==> src/design/mlpl_pkg.sv <==
// ----------------------------------------------------------------------------
// mlpl_pkg: shared types and constants of the median level page lock
// Sample and level types, the link between sorter cells, the command word
// to the sorter chain, register indexes and the level mapping table.
// ----------------------------------------------------------------------------
package mlpl_pkg;

  localparam int SampleW   = 12;
  localparam int LevelW    = 7;
  localparam int CfgDataW  = 16;
  localparam int CfgIdxW   = 2;
  localparam int NumBounds = 10;

  typedef logic [SampleW-1:0] sample_t;
  typedef logic [LevelW-1:0]  level_t;

  // item kinds
  typedef enum logic {
    OpSample = 1'b0,
    OpTick   = 1'b1
  } opcode_e;

  // configuration register indexes
  typedef enum logic [CfgIdxW-1:0] {
    CfgAlarmThr  = 2'd0,
    CfgStableBlk = 2'd1,
    CfgSwitchTck = 2'd2
  } cfg_idx_e;

  // what one cell hands to its upper neighbour
  typedef struct packed {
    logic    gt;   // cell holds a valid value above the incoming sample
    sample_t val;  // value held by the cell
  } mlpl_link_t;

  // command word from the controller to the sorter chain
  typedef struct packed {
    logic ins;  // insert the sample on the chain input
    logic sel;  // capture the median and empty the chain
  } chain_cmd_t;

  // thresholds, highest first; bound k maps to level 100 - 10k
  localparam sample_t LevelBound [NumBounds] = '{
    12'd2450, 12'd1800, 12'd1150, 12'd830, 12'd600,
    12'd500,  12'd430,  12'd380,  12'd320, 12'd270
  };

  // map a median to a level: the first bound reached wins
  function automatic level_t map_level(sample_t v);
    level_t lvl;
    lvl = '0;
    for (int k = NumBounds - 1; k >= 0; k--) begin
      if (v >= LevelBound[k]) begin
        lvl = LevelW'(100 - 10 * k);
      end
    end
    return lvl;
  endfunction

endpackage

==> src/design/mlpl_cell.sv <==
// ----------------------------------------------------------------------------
// mlpl_cell: one cell of the insertion sorter
// Holds one sample. On an insert it keeps its value, takes the value of its
// lower neighbour (shift up) or takes the new sample, so the row stays sorted.
// ----------------------------------------------------------------------------
module mlpl_cell (
  input  logic                clk_i,
  input  logic                en_i,
  input  logic                valid_i,
  input  mlpl_pkg::sample_t   x_i,
  input  mlpl_pkg::mlpl_link_t prev_i,
  output mlpl_pkg::mlpl_link_t next_o
);
  import mlpl_pkg::*;

  sample_t val_q;
  logic    gt;

  // flag a valid value above the new sample
  assign gt          = valid_i && (val_q > x_i);
  assign next_o.gt   = gt;
  assign next_o.val  = val_q;

  // keep, shift up from below, or take the new sample
  always_ff @(posedge clk_i) begin
    if (en_i && (gt || !valid_i)) begin
      val_q <= prev_i.gt ? prev_i.val : x_i;
    end
  end

endmodule

==> src/design/mlpl_chain.sv <==
// ----------------------------------------------------------------------------
// mlpl_chain: row of sorter cells with fill count and median capture
// Absorbs one sample per cycle in sorted order and, on request, registers
// the cell at index fill/2 and empties the row.
// ----------------------------------------------------------------------------
module mlpl_chain #(
  parameter int Depth = 16
) (
  input  logic                  clk_i,
  input  logic                  rst_ni,
  input  mlpl_pkg::chain_cmd_t  cmd_i,
  input  mlpl_pkg::sample_t     x_i,
  output mlpl_pkg::sample_t     med_o
);
  import mlpl_pkg::*;

  localparam int FillW = $clog2(Depth + 1);
  localparam int IdxW  = (Depth > 1) ? $clog2(Depth) : 1;

  logic [FillW-1:0] fill_q, fill_d;
  logic             full;
  logic             en;
  logic [IdxW-1:0]  med_idx;
  sample_t          med_sel;
  sample_t          med_q;
  mlpl_link_t       links [Depth];

  // drop samples once the row is full
  assign full = (fill_q == FillW'(Depth));
  assign en   = cmd_i.ins && !full;

  // build the row of cells
  for (genvar i = 0; i < Depth; i++) begin : g_cell
    logic       valid;
    mlpl_link_t prev;
    assign valid = (FillW'(i) < fill_q);
    if (i == 0) begin : g_first
      assign prev = '0;
    end else begin : g_rest
      assign prev = links[i-1];
    end
    mlpl_cell u_cell (
      .clk_i   (clk_i),
      .en_i    (en),
      .valid_i (valid),
      .x_i     (x_i),
      .prev_i  (prev),
      .next_o  (links[i])
    );
  end

  // pick the middle cell
  assign med_idx = IdxW'(fill_q >> 1);

  always_comb begin
    med_sel = '0;
    for (int i = 0; i < Depth; i++) begin
      if (IdxW'(i) == med_idx) begin
        med_sel = med_sel | links[i].val;
      end
    end
  end

  // advance the fill count, clear it on capture
  always_comb begin
    fill_d = fill_q;
    if (cmd_i.sel) begin
      fill_d = '0;
    end else if (en) begin
      fill_d = fill_q + FillW'(1);
    end
  end

  always_ff @(posedge clk_i or negedge rst_ni) begin
    if (!rst_ni) begin
      fill_q <= '0;
    end else begin
      fill_q <= fill_d;
    end
  end

  // hold the captured median
  always_ff @(posedge clk_i) begin
    if (cmd_i.sel) begin
      med_q <= med_sel;
    end
  end

  assign med_o = med_q;

endmodule

==> src/design/median_level_page_lock.sv <==
// ----------------------------------------------------------------------------
// median_level_page_lock: median filtered water level with page lock
// Input channel: an item (opcode, sample, block_end) is taken on a clock
// edge with start high and busy low. Opcode sample feeds a sorted cell row;
// opcode tick advances the page timer.
// Result channel: every item gives one word on the result ports, marked by
// res_strobe_o for one cycle; the receiver takes it in that cycle and
// cannot stall the block.
// Timing: a tick or a sample without block_end gives its word in the cycle
// after acceptance and busy stays low, so one such item per cycle.
// A sample with block_end holds busy through StSel (median capture from
// the cell row) and StMap (level mapping), and its word appears after
// StMap, so no new item is taken until then. While busy is low the row
// absorbs one sample per cycle; the median select and the ten threshold
// compares each get a state of their own.
// Configuration: a separate write channel, always ready; write only while
// idle. Reset: row empty, level, median, lock, timer and page cleared,
// registers at their defaults (alarm 80, stable 10, switch 5000).
// ----------------------------------------------------------------------------
module median_level_page_lock #(
  parameter int SAMPLES_PER_BLOCK = 16
) (
  input  logic                          clk_i,
  input  logic                          rst_ni,
  // item channel
  input  logic                          start,
  output logic                          busy,
  input  logic                          opcode_i,
  input  mlpl_pkg::sample_t             sample_i,
  input  logic                          block_end_i,
  // result channel
  output logic                          res_strobe_o,
  output mlpl_pkg::level_t              level_o,
  output mlpl_pkg::sample_t             median_value_o,
  output logic                          level_done_o,
  output logic                          page_o,
  output logic                          locked_o,
  output logic                          alarm_o,
  output logic                          redraw_o,
  // configuration channel
  input  logic                          cfg_valid_i,
  output logic                          cfg_ready_o,
  input  logic [mlpl_pkg::CfgIdxW-1:0]  cfg_index_i,
  input  logic [mlpl_pkg::CfgDataW-1:0] cfg_data_i
);
  import mlpl_pkg::*;

  typedef enum logic [1:0] {
    StIdle,
    StSel,
    StMap
  } state_e;

  state_e       state_q;
  logic         accept;
  chain_cmd_t   cmd;
  sample_t      chain_med;
  level_t       new_level;

  level_t       level_q;
  sample_t      median_q;
  logic         lock_q;
  logic [7:0]   stable_q;
  logic [7:0]   stable_inc;
  logic         page_q;
  logic [15:0]  elapsed_q;
  logic [15:0]  elapsed_inc;
  logic         toggle;

  level_t       alarm_thr_q;
  logic [7:0]   stable_blk_q;
  logic [15:0]  switch_tck_q;

  logic         strobe_q;
  logic         done_q;
  logic         redraw_q;

  // take an item when not busy
  assign busy   = (state_q != StIdle);
  assign accept = start && !busy;

  // drive the sorter chain
  assign cmd.ins = accept && (opcode_i == OpSample);
  assign cmd.sel = (state_q == StSel);

  mlpl_chain #(
    .Depth (SAMPLES_PER_BLOCK)
  ) u_chain (
    .clk_i  (clk_i),
    .rst_ni (rst_ni),
    .cmd_i  (cmd),
    .x_i    (sample_i),
    .med_o  (chain_med)
  );

  // map the captured median
  assign new_level  = map_level(chain_med);
  assign stable_inc = stable_q + 8'd1;

  // saturating tick count and page toggle test
  assign elapsed_inc = (elapsed_q == 16'hFFFF) ? elapsed_q : (elapsed_q + 16'd1);
  assign toggle      = !lock_q && (elapsed_inc >= switch_tck_q);

  // hold state, registers and result flags
  always_ff @(posedge clk_i or negedge rst_ni) begin
    if (!rst_ni) begin
      state_q      <= StIdle;
      level_q      <= '0;
      median_q     <= '0;
      lock_q       <= 1'b0;
      stable_q     <= '0;
      page_q       <= 1'b0;
      elapsed_q    <= '0;
      alarm_thr_q  <= LevelW'(80);
      stable_blk_q <= 8'd10;
      switch_tck_q <= 16'd5000;
      strobe_q     <= 1'b0;
      done_q       <= 1'b0;
      redraw_q     <= 1'b0;
    end else begin
      strobe_q <= 1'b0;
      done_q   <= 1'b0;
      redraw_q <= 1'b0;

      // configuration word
      if (cfg_valid_i) begin
        unique case (cfg_index_i)
          CfgAlarmThr:  alarm_thr_q  <= cfg_data_i[LevelW-1:0];
          CfgStableBlk: stable_blk_q <= cfg_data_i[7:0];
          CfgSwitchTck: switch_tck_q <= cfg_data_i;
          default: ;
        endcase
      end

      unique case (state_q)
        StIdle: begin
          if (accept) begin
            if (opcode_i == OpTick) begin
              strobe_q <= 1'b1;
              if (toggle) begin
                page_q    <= ~page_q;
                elapsed_q <= '0;
                redraw_q  <= 1'b1;
              end else begin
                elapsed_q <= elapsed_inc;
              end
            end else if (block_end_i) begin
              state_q <= StSel;
            end else begin
              strobe_q <= 1'b1;
            end
          end
        end
        StSel: begin
          state_q <= StMap;
        end
        StMap: begin
          state_q  <= StIdle;
          median_q <= chain_med;
          strobe_q <= 1'b1;
          done_q   <= 1'b1;
          if (new_level != level_q) begin
            level_q  <= new_level;
            lock_q   <= 1'b1;
            stable_q <= '0;
            redraw_q <= 1'b1;
            if (page_q) begin
              page_q    <= 1'b0;
              elapsed_q <= '0;
            end
          end else if (lock_q && (stable_q < stable_blk_q)) begin
            stable_q <= stable_inc;
            if (stable_inc >= stable_blk_q) begin
              lock_q    <= 1'b0;
              elapsed_q <= '0;
            end
          end
        end
        default: state_q <= StIdle;
      endcase
    end
  end

  // result word
  assign res_strobe_o   = strobe_q;
  assign level_o        = level_q;
  assign median_value_o = median_q;
  assign level_done_o   = done_q;
  assign page_o         = page_q;
  assign locked_o       = lock_q;
  assign alarm_o        = (level_q >= alarm_thr_q);
  assign redraw_o       = redraw_q;
  assign cfg_ready_o    = 1'b1;

  // a block end runs capture then mapping
  a_sel_then_map: assert property (@(posedge clk_i) disable iff (!rst_ni)
    (state_q == StSel) |=> (state_q == StMap))
    else $error("median capture not followed by mapping");

  // a completed block always gives a result word
  a_map_strobe: assert property (@(posedge clk_i) disable iff (!rst_ni)
    (state_q == StMap) |=> (res_strobe_o && level_done_o))
    else $error("block end without result word");

  // a level change locks the water page
  a_change_locks: assert property (@(posedge clk_i) disable iff (!rst_ni)
    (level_done_o && redraw_o) |-> (locked_o && !page_o))
    else $error("level change did not lock the water page");

  // no item is taken while a block end is in progress
  a_busy_blocks: assert property (@(posedge clk_i) disable iff (!rst_ni)
    (state_q != StIdle) |-> !accept)
    else $error("item accepted while busy");

endmodule

==> config.mk <==
export PLATFORM = sky130hd
export DESIGN_NAME = median_level_page_lock
export DESIGN_NICKNAME = d
export VERILOG_FILES = /design/src/design/mlpl_pkg.sv /design/src/design/mlpl_cell.sv /design/src/design/mlpl_chain.sv /design/src/design/median_level_page_lock.sv
export SDC_FILE = /design/constraint.sdc
export NUM_CORES = 1
export LEC_CHECK = 0
export BUFFER_PORTS_ARGS = -buffer_cell sky130_fd_sc_hd__buf_2
export CAP_MARGIN = 10
export CORE_AREA = 2 2 174 176
export CTS_BUF_LIST = sky130_fd_sc_hd__clkbuf_8
export DETAILED_ROUTE_END_ITERATION = 10
export DIE_AREA = 0 0 176 178
export PLACE_DENSITY_LB_ADDON = 0.08
export SLEW_MARGIN = 20
export SYNTH_ARGS = -nofsm -noshare
export SYNTH_HDL_FRONTEND = slang
export SYNTH_HIERARCHICAL = 1
export SYNTH_SLANG_ARGS = --single-unit
==> constraint.sdc <==
create_clock -name clk_i -period 8.1 [get_ports clk_i]
set_clock_uncertainty 0.2 [all_clocks]
set_input_delay 0.81 -clock clk_i [delete_from_list [all_inputs] [get_ports clk_i]]
set_output_delay 0.81 -clock clk_i [all_outputs]
set_load 0.03 [all_outputs]
==> qor.csv, run 1 <==
stage;metric;value;unit
placement;placed inst area;20900;µm²
route;Initial DRC Count;1902;
placement;IO buf count;60;
power;Power, Total;5.08;mW
clock_tree;Num CTS Buffers;51;
synthesis;Cells after Synth;2168;
finish;share of layout cells above drive strength 1;11.8;%
global_routing;GRT Total Usage;38.2;%
clock_tree;Post-CTS Repair Setup Buffers;0;
floorplanning;I/O pins;63;
critical_path;arrival time at the worst endpoint;4.81;ns
synthesis;Yosys warnings;6;
critical_path;r2r startpoint;elapsed_q[3];
finish;NumNets Final;2505;
route;TritonRoute pass-1 iters;9;
global_routing;first-pass GRT wire length;91.7;mm
floorplanning;FP Rows;63;
global_routing;vias in the first global route;16963;
synthesis;cell area after synthesis;20200;µm²
critical_path;R2R depth;17;
sta;Slew Viols, Final;0;
finish;ant diodes;0;
sta;Tmin final;4.53;ns
clock_tree;clock buffer depth;3;
clock_tree;root cell of the clock tree;clkbuf_8;
route;WL per Instance;22.6;µm
route;Vias per Instance;6.60;
route;DRC;0;
critical_path;crit-path max FO;14;
global_routing;largest net degree at the start of global routing;61;
placement;dpl hpwl;43.0;mm
placement;RD Place Congestion;0.992;
sta;setup violators final;0;
global_routing;initial antenna violation count;0;
sta;Max Clock Freq;221;MHz
worst_hold_path;Min-Delay Path Class;primary input to register;
critical_path;Setup CP Type;register to register;
finish;fin util;74.3;%
critical_path;required time of the critical path;8.38;ns
floorplanning;Core ar.;29400;µm²
finish;Area Overhead vs Synth;8.10;%
sta;final hold violation count;0;
clock_tree;H-tree depth;2;
sta;final worst path period share;55.9;%
placement;pre-CTS WS;3.64;ns
floorplanning;die width;176;µm
critical_path;critical path endpoint;elapsed_q[4];
power;PwrDens;233;nW/µm²
sta;final worst setup slack;3.57;ns
clock_tree;Worst-Skew Late Latency;0.59;ns
floorplanning;height of the die;178;µm
route;via count;17560;
clock_tree;clock sinks;289;
finish;Layout Cell Area excl Fill;21900;µm²
sta;Worst-Margin Slew;1.16;ns
floorplanning;initial core utilization;68.7;%
critical_path;Setup crit start;elapsed_q[3];
sta;normalized max-slew margin;22.5;%
global_routing;gr ovfl total;0;
clock_tree;CTS tree;yes;
critical_path;R2R Path End;elapsed_q[4];
critical_path;crit path launch type;register;
finish;number of fill cells;2166;
power;Leakage;9.47;nW
power;peak supply drop;0.000181;V
sta;Fin Setup TNS;0;ns
sta;RSZ-0062 raised after global routing;false;
route;drt total wl;60.2;mm
critical_path;CP Capture Type;register;
floorplanning;Die Area;31300;µm²
clock_tree;Worst-path clk slew;0.06;ns
run;maxcap violations;0;
synthesis;Avg Synthesized Cell Area;9.32;µm²
route;antenna-violating nets left;0;
critical_path;Reg2Reg Setup Slack;3.57;ns
outcome;status;completed;
-- worst min-delay path by stage --
| stage | start | to | slack (ns) | depth (start not counted) |
|---|---|---|---|---|
| after floorplan | u_chain/med_o[0] | median_value_o[0] | 0.21 | 2 |
| after CTS | cfg_data_i[13] | switch_tck_q[13] | 0.23 | 2 |
| final | cfg_data_i[15] | switch_tck_q[15] | 0.25 | 2 |
| after global placement | u_chain/med_o[0] | median_value_o[0] | 0.23 | 2 |
| after detailed placement | u_chain/med_o[0] | median_value_o[0] | 0.24 | 2 |
| after global routing | cfg_data_i[12] | switch_tck_q[12] | 0.25 | 2 |
-- repair_timing --
action                                  in CTS  in global routing
hold endpoints to repair                    22                  0
hold buffers                                 1                  0
endpoints found under the setup margin       0                  0
resized for setup                            0                  0
-- worst max-delay path: stages (launching register included) --
cell and delay [ns]:
dfrtp_1 0.45, nand2_1 0.12, nor2_1 0.19, and2_1 0.20
and4_1 0.29, nand4_1 0.34, and4_1 0.40, nand2_1 0.12
xnor2_1 0.13, ha_1 0.27, a21o_1 0.18, a21o_1 0.17
a221oi_1 0.27, o21ai_0 0.16, a21boi_0 0.17, or2_2 0.31
nand2_1 0.19, o31ai_1 0.25
-- cell usage in the layout, fill, tap and decap left out, drive strengths merged, types with 8 or more instances in the layout --
master	count
o21ai	261
edfxtp	204
a222oi	12
and4	20
dfrtp	76
inv	273
mux2	42
xor2	8
o31ai	12
conb	19
a221oi	25
nor2	41
a21o	10
nand3	38
nand2	323
nor3	8
and3	10
clkbuf	57
mux2i	26
xnor2	15
nand2b	12
a211o	17
or3	20
a31oi	35
buf	98
o22ai	13
nand4	58
nor2b	27
a22o	53
dfstp	9
clkinv	11
a21oi	131
ha	234
o211ai	36
-- metrics by stage --
stage	hold slack (ns)	instances
floorplan	0.215	2184
global placement	0.226	2571
detailed placement	0.238	2571
CTS	0.232	2662
global route	0.252	2662
finish	0.253	2662
-- registers in the layout, summed over array words and instances, names as in the netlist --
register,flops
locked_o,1
u_chain/g_cell.u_cell/val_q,192
redraw_o,1
elapsed_q,16
page_o,1
state_q,2
u_chain/fill_q,5
stable_blk_q,8
level_done_o,1
median_value_o,12
stable_q,8
u_chain/med_o,12
alarm_thr_q,7
res_strobe_o,1
switch_tck_q,16
level_o,6
-- where the power goes --
part           switching [mW]  internal [mW]
clock network           0.619          0.704
logic                    1.09          0.598
registers               0.217           1.85
total                    1.93           3.15
-- layout make-up --
class | count | area, µm² | share of cell area (%)
flip-flops and latches | 289 | 8260 | 37.8
repair buffers | 99 | 598 | 2.74
well taps | 390 | 488 | 2.23
inverters | 255 | 957 | 4.38
multi-input cells | 1539 | 10600 | 48.4
clock inverters | 33 | 190 | 0.870
clock buffers | 57 | 785 | 3.59
-- routing by layer --
layer  share of wire (%)  vias up  track usage (%)
met5                   0        -                0
met4                 6.8        0             23.9
met3                 8.7      263             5.35
met2                  47      995             63.8
met1                  38     8292             47.0
li1                    -     8010                -
No activity file was read; power rests on OpenSTA's default activity.
==> run 2: changes to the inputs <==
--- a/config.mk
+++ b/config.mk
@@ -7,10 +7,10 @@
 export LEC_CHECK = 0
 export BUFFER_PORTS_ARGS = -buffer_cell sky130_fd_sc_hd__buf_2
 export CAP_MARGIN = 10
-export CORE_AREA = 2 2 174 176
+export CORE_AREA = 2 2 189 191
 export CTS_BUF_LIST = sky130_fd_sc_hd__clkbuf_8
 export DETAILED_ROUTE_END_ITERATION = 10
-export DIE_AREA = 0 0 176 178
+export DIE_AREA = 0 0 191 193
 export PLACE_DENSITY_LB_ADDON = 0.08
 export SLEW_MARGIN = 20
 export SYNTH_ARGS = -nofsm -noshare
==> constraint.sdc (replaced) <==
create_clock -name clk_i -period 3.8 [get_ports clk_i]
set_clock_uncertainty 0.2 [all_clocks]
set_input_delay 0.38 -clock clk_i [delete_from_list [all_inputs] [get_ports clk_i]]
set_output_delay 0.38 -clock clk_i [all_outputs]
set_load 0.03 [all_outputs]
==> qor.csv, run 2 (synthesis gave the netlist of run 1 again) <==
stage;metric;value;unit
outcome;status;completed;
critical_path;arrival time at the worst endpoint;4.09;ns
critical_path;crit-path max FO;5;
critical_path;CP Capture Type;register;
sta;Tmin final;3.73;ns
finish;commonest non-fill, non-tap cell in the layout;nand2_1;
critical_path;Crit-path slowest cell;dfrtp_1;
finish;area of the multi-input gates;10700;µm²
clock_tree;root cell of the clock tree;clkbuf_8;
global_routing;vias in the first global route;16932;
worst_hold_path;Hold Path Sink;alarm_thr_q[2];
route;TritonRoute pass-1 iters;11;
sta;final worst setup slack;0.0731;ns
finish;fin util;65.3;%
placement;placed inst area;21300;µm²
sta;final hold violation count;0;
critical_path;required time of the critical path;4.16;ns
critical_path;Setup CP Type;register to register;
route;antenna-violating nets left;0;
floorplanning;I/O pins;63;
route;Initial DRC Count;1642;
global_routing;GRT Total Usage;34.0;%
clock_tree;CTS tree;yes;
worst_hold_path;Min-Delay Path Class;primary input to register;
clock_tree;Num CTS Buffers;53;
route;DRC;0;
power;Power, Total;11.1;mW
power;peak supply drop;0.000316;V
sta;final worst path period share;98.1;%
route;drt total wl;62.7;mm
clock_tree;clock sinks;289;
finish;Layout Cell Area excl Fill;22800;µm²
clock_tree;clock buffer depth;3;
critical_path;CP max stage delay;0.35;ns
floorplanning;Die Area;36900;µm²
run;maxcap violations;0;
global_routing;largest net degree at the start of global routing;39;
global_routing;first-pass GRT wire length;94.6;mm
clock_tree;H-tree depth;2;
critical_path;sum of buffers and inverters on the critical path;2;
floorplanning;die width;191;µm
clock_tree;Worst-Skew Late Latency;0.64;ns
finish;NumNets Final;2587;
finish;most frequent cells in the layout;318 x nand2_1, 271 x inv_1, 233 x ha_1;
critical_path;Reg2Reg Setup Slack;0.07;ns
worst_hold_path;Hold Crit Start;cfg_index_i[1];
sta;Slew Viols, Final;0;
finish;Largest register FFs;192;
floorplanning;height of the die;193;µm
power;PwrDens;488;nW/µm²
worst_hold_path;WHS Path Cells;4;
critical_path;Crit path top cell by count;a21o_1;
placement;pre-CTS WS;-0.0808;ns
critical_path;R2R Path End;elapsed_q[6];
finish;Area Overhead vs Synth;12.9;%
sta;Max Clock Freq;268;MHz
clock_tree;Worst-path clk slew;0.06;ns
critical_path;family with the most delay on the worst path;simple AND/OR/NAND/NOR gates;
global_routing;initial antenna violation count;0;
global_routing;gr ovfl total;0;
floorplanning;Core ar.;35000;µm²
critical_path;R2R depth;18;
sta;worst hold slack;0.0449;ns
sta;RSZ-0062 raised after global routing;true;
floorplanning;initial core utilization;57.8;%
finish;biggest regs;u_chain/g_cell.u_cell/val_q (192), elapsed_q (16), switch_tck_q (16);
placement;IO buf count;60;
floorplanning;FP Rows;69;
placement;dpl hpwl;45.6;mm
finish;share of layout cells above drive strength 1;15.0;%
critical_path;CP Cell Sequence;nand4_1 -> nor2_2 -> and2_4 -> and4_1 -> nand4_1 -> buf_6 -> mux2_4 -> ha_4 -> a21o_1 -> a21o_1 -> a21o_1 -> a21oi_2 -> o21ai_2 -> a21boi_1 -> or2_4 -> buf_12 -> and3_4 -> o22a_1;
critical_path;crit path launch type;register;
sta;Worst-Margin Slew;0.968;ns
finish;FF/Latch Area;8260;µm²
finish;ant diodes;0;
power;Leakage;9.93;nW
finish;Reg with most FFs;u_chain/g_cell.u_cell/val_q;
route;WL per Instance;22.2;µm
critical_path;r2r startpoint;elapsed_q[7];
sta;setup violators final;0;
placement;RD Place Congestion;0.989;
route;via count;17531;
finish;number of fill cells;2917;
route;Vias per Instance;6.22;
sta;normalized max-slew margin;35.3;%
==> run 2: area by class of cell <==
cell class	count	share of cell area [%]
Multi-Input combinational cell	1539	46.9
Sequential cell	289	36.2
Timing Repair Buffer	179	5.66
Inverter	255	4.19
Clock buffer	57	3.44
Tap cell	461	2.53
Clock inverter	40	1.10
==> run 2: worst max-delay path by stage <==
stage                 start       endpoint  slack (ns)  cells after the start
2_1_floorplan  elapsed_q[5]         page_o      0.0007                     21
3_3_place_gp   elapsed_q[8]   elapsed_q[7]       0.004                     17
3_5_place_dp   elapsed_q[8]   elapsed_q[7]       -0.08                     17
4_1_cts        elapsed_q[8]   elapsed_q[8]     0.00008                     18
5_1_grt        elapsed_q[7]  elapsed_q[15]       -0.14                     18
6_report       elapsed_q[7]   elapsed_q[6]        0.07                     18
==> run 2: metrics by stage <==
step,instances,TNS (ns)
2_1_floorplan,2184,0
3_3_place_gp,2687,0
3_5_place_dp,2687,-0.601
4_1_cts,2816,0
5_1_grt,2820,-1.40
6_report,2820,0
==> run 2: routing by layer <==
metal / global-route usage (%) / vias to the layer above / wire length, µm
met5: 0 / - / 0
met4: 17.8 / 0 / 3310
met3: 4.78 / 183 / 4550
met2: 58.5 / 734 / 30000
met1: 41.8 / 8425 / 24800
li1: - / 8189 / -
==> run 2: worst reg2reg max path: stages (launching register included) <==
cell,delay [ns]
dfrtp_1,0.35
nand4_1,0.15
nor2_2,0.15
and2_4,0.16
and4_1,0.19
nand4_1,0.21
buf_6,0.21
mux2_4,0.32
ha_4,0.21
a21o_1,0.17
a21o_1,0.15
a21o_1,0.16
a21oi_2,0.18
o21ai_2,0.08
a21boi_1,0.16
or2_4,0.19
buf_12,0.12
and3_4,0.16
o22a_1,0.14
==> run 2: repair_timing <==
| item | in CTS | in global routing |
|---|---|---|
| hold endpoints to repair | 114 | 0 |
| hold buffers | 29 | 0 |
| setup buffers | 3 | 5 |
| setup endpoints to repair | 12 | 17 |
| pin swaps | 2 | 26 |
| resized for setup | 4 | 24 |
==> run 2: power by group <==
| group | switching [mW] | internal (mW) |
|---|---|---|
| Clock | 1.38 | 1.59 |
| Combinational | 2.39 | 1.39 |
| Sequential | 0.455 | 3.95 |
| Total | 4.23 | 6.92 |
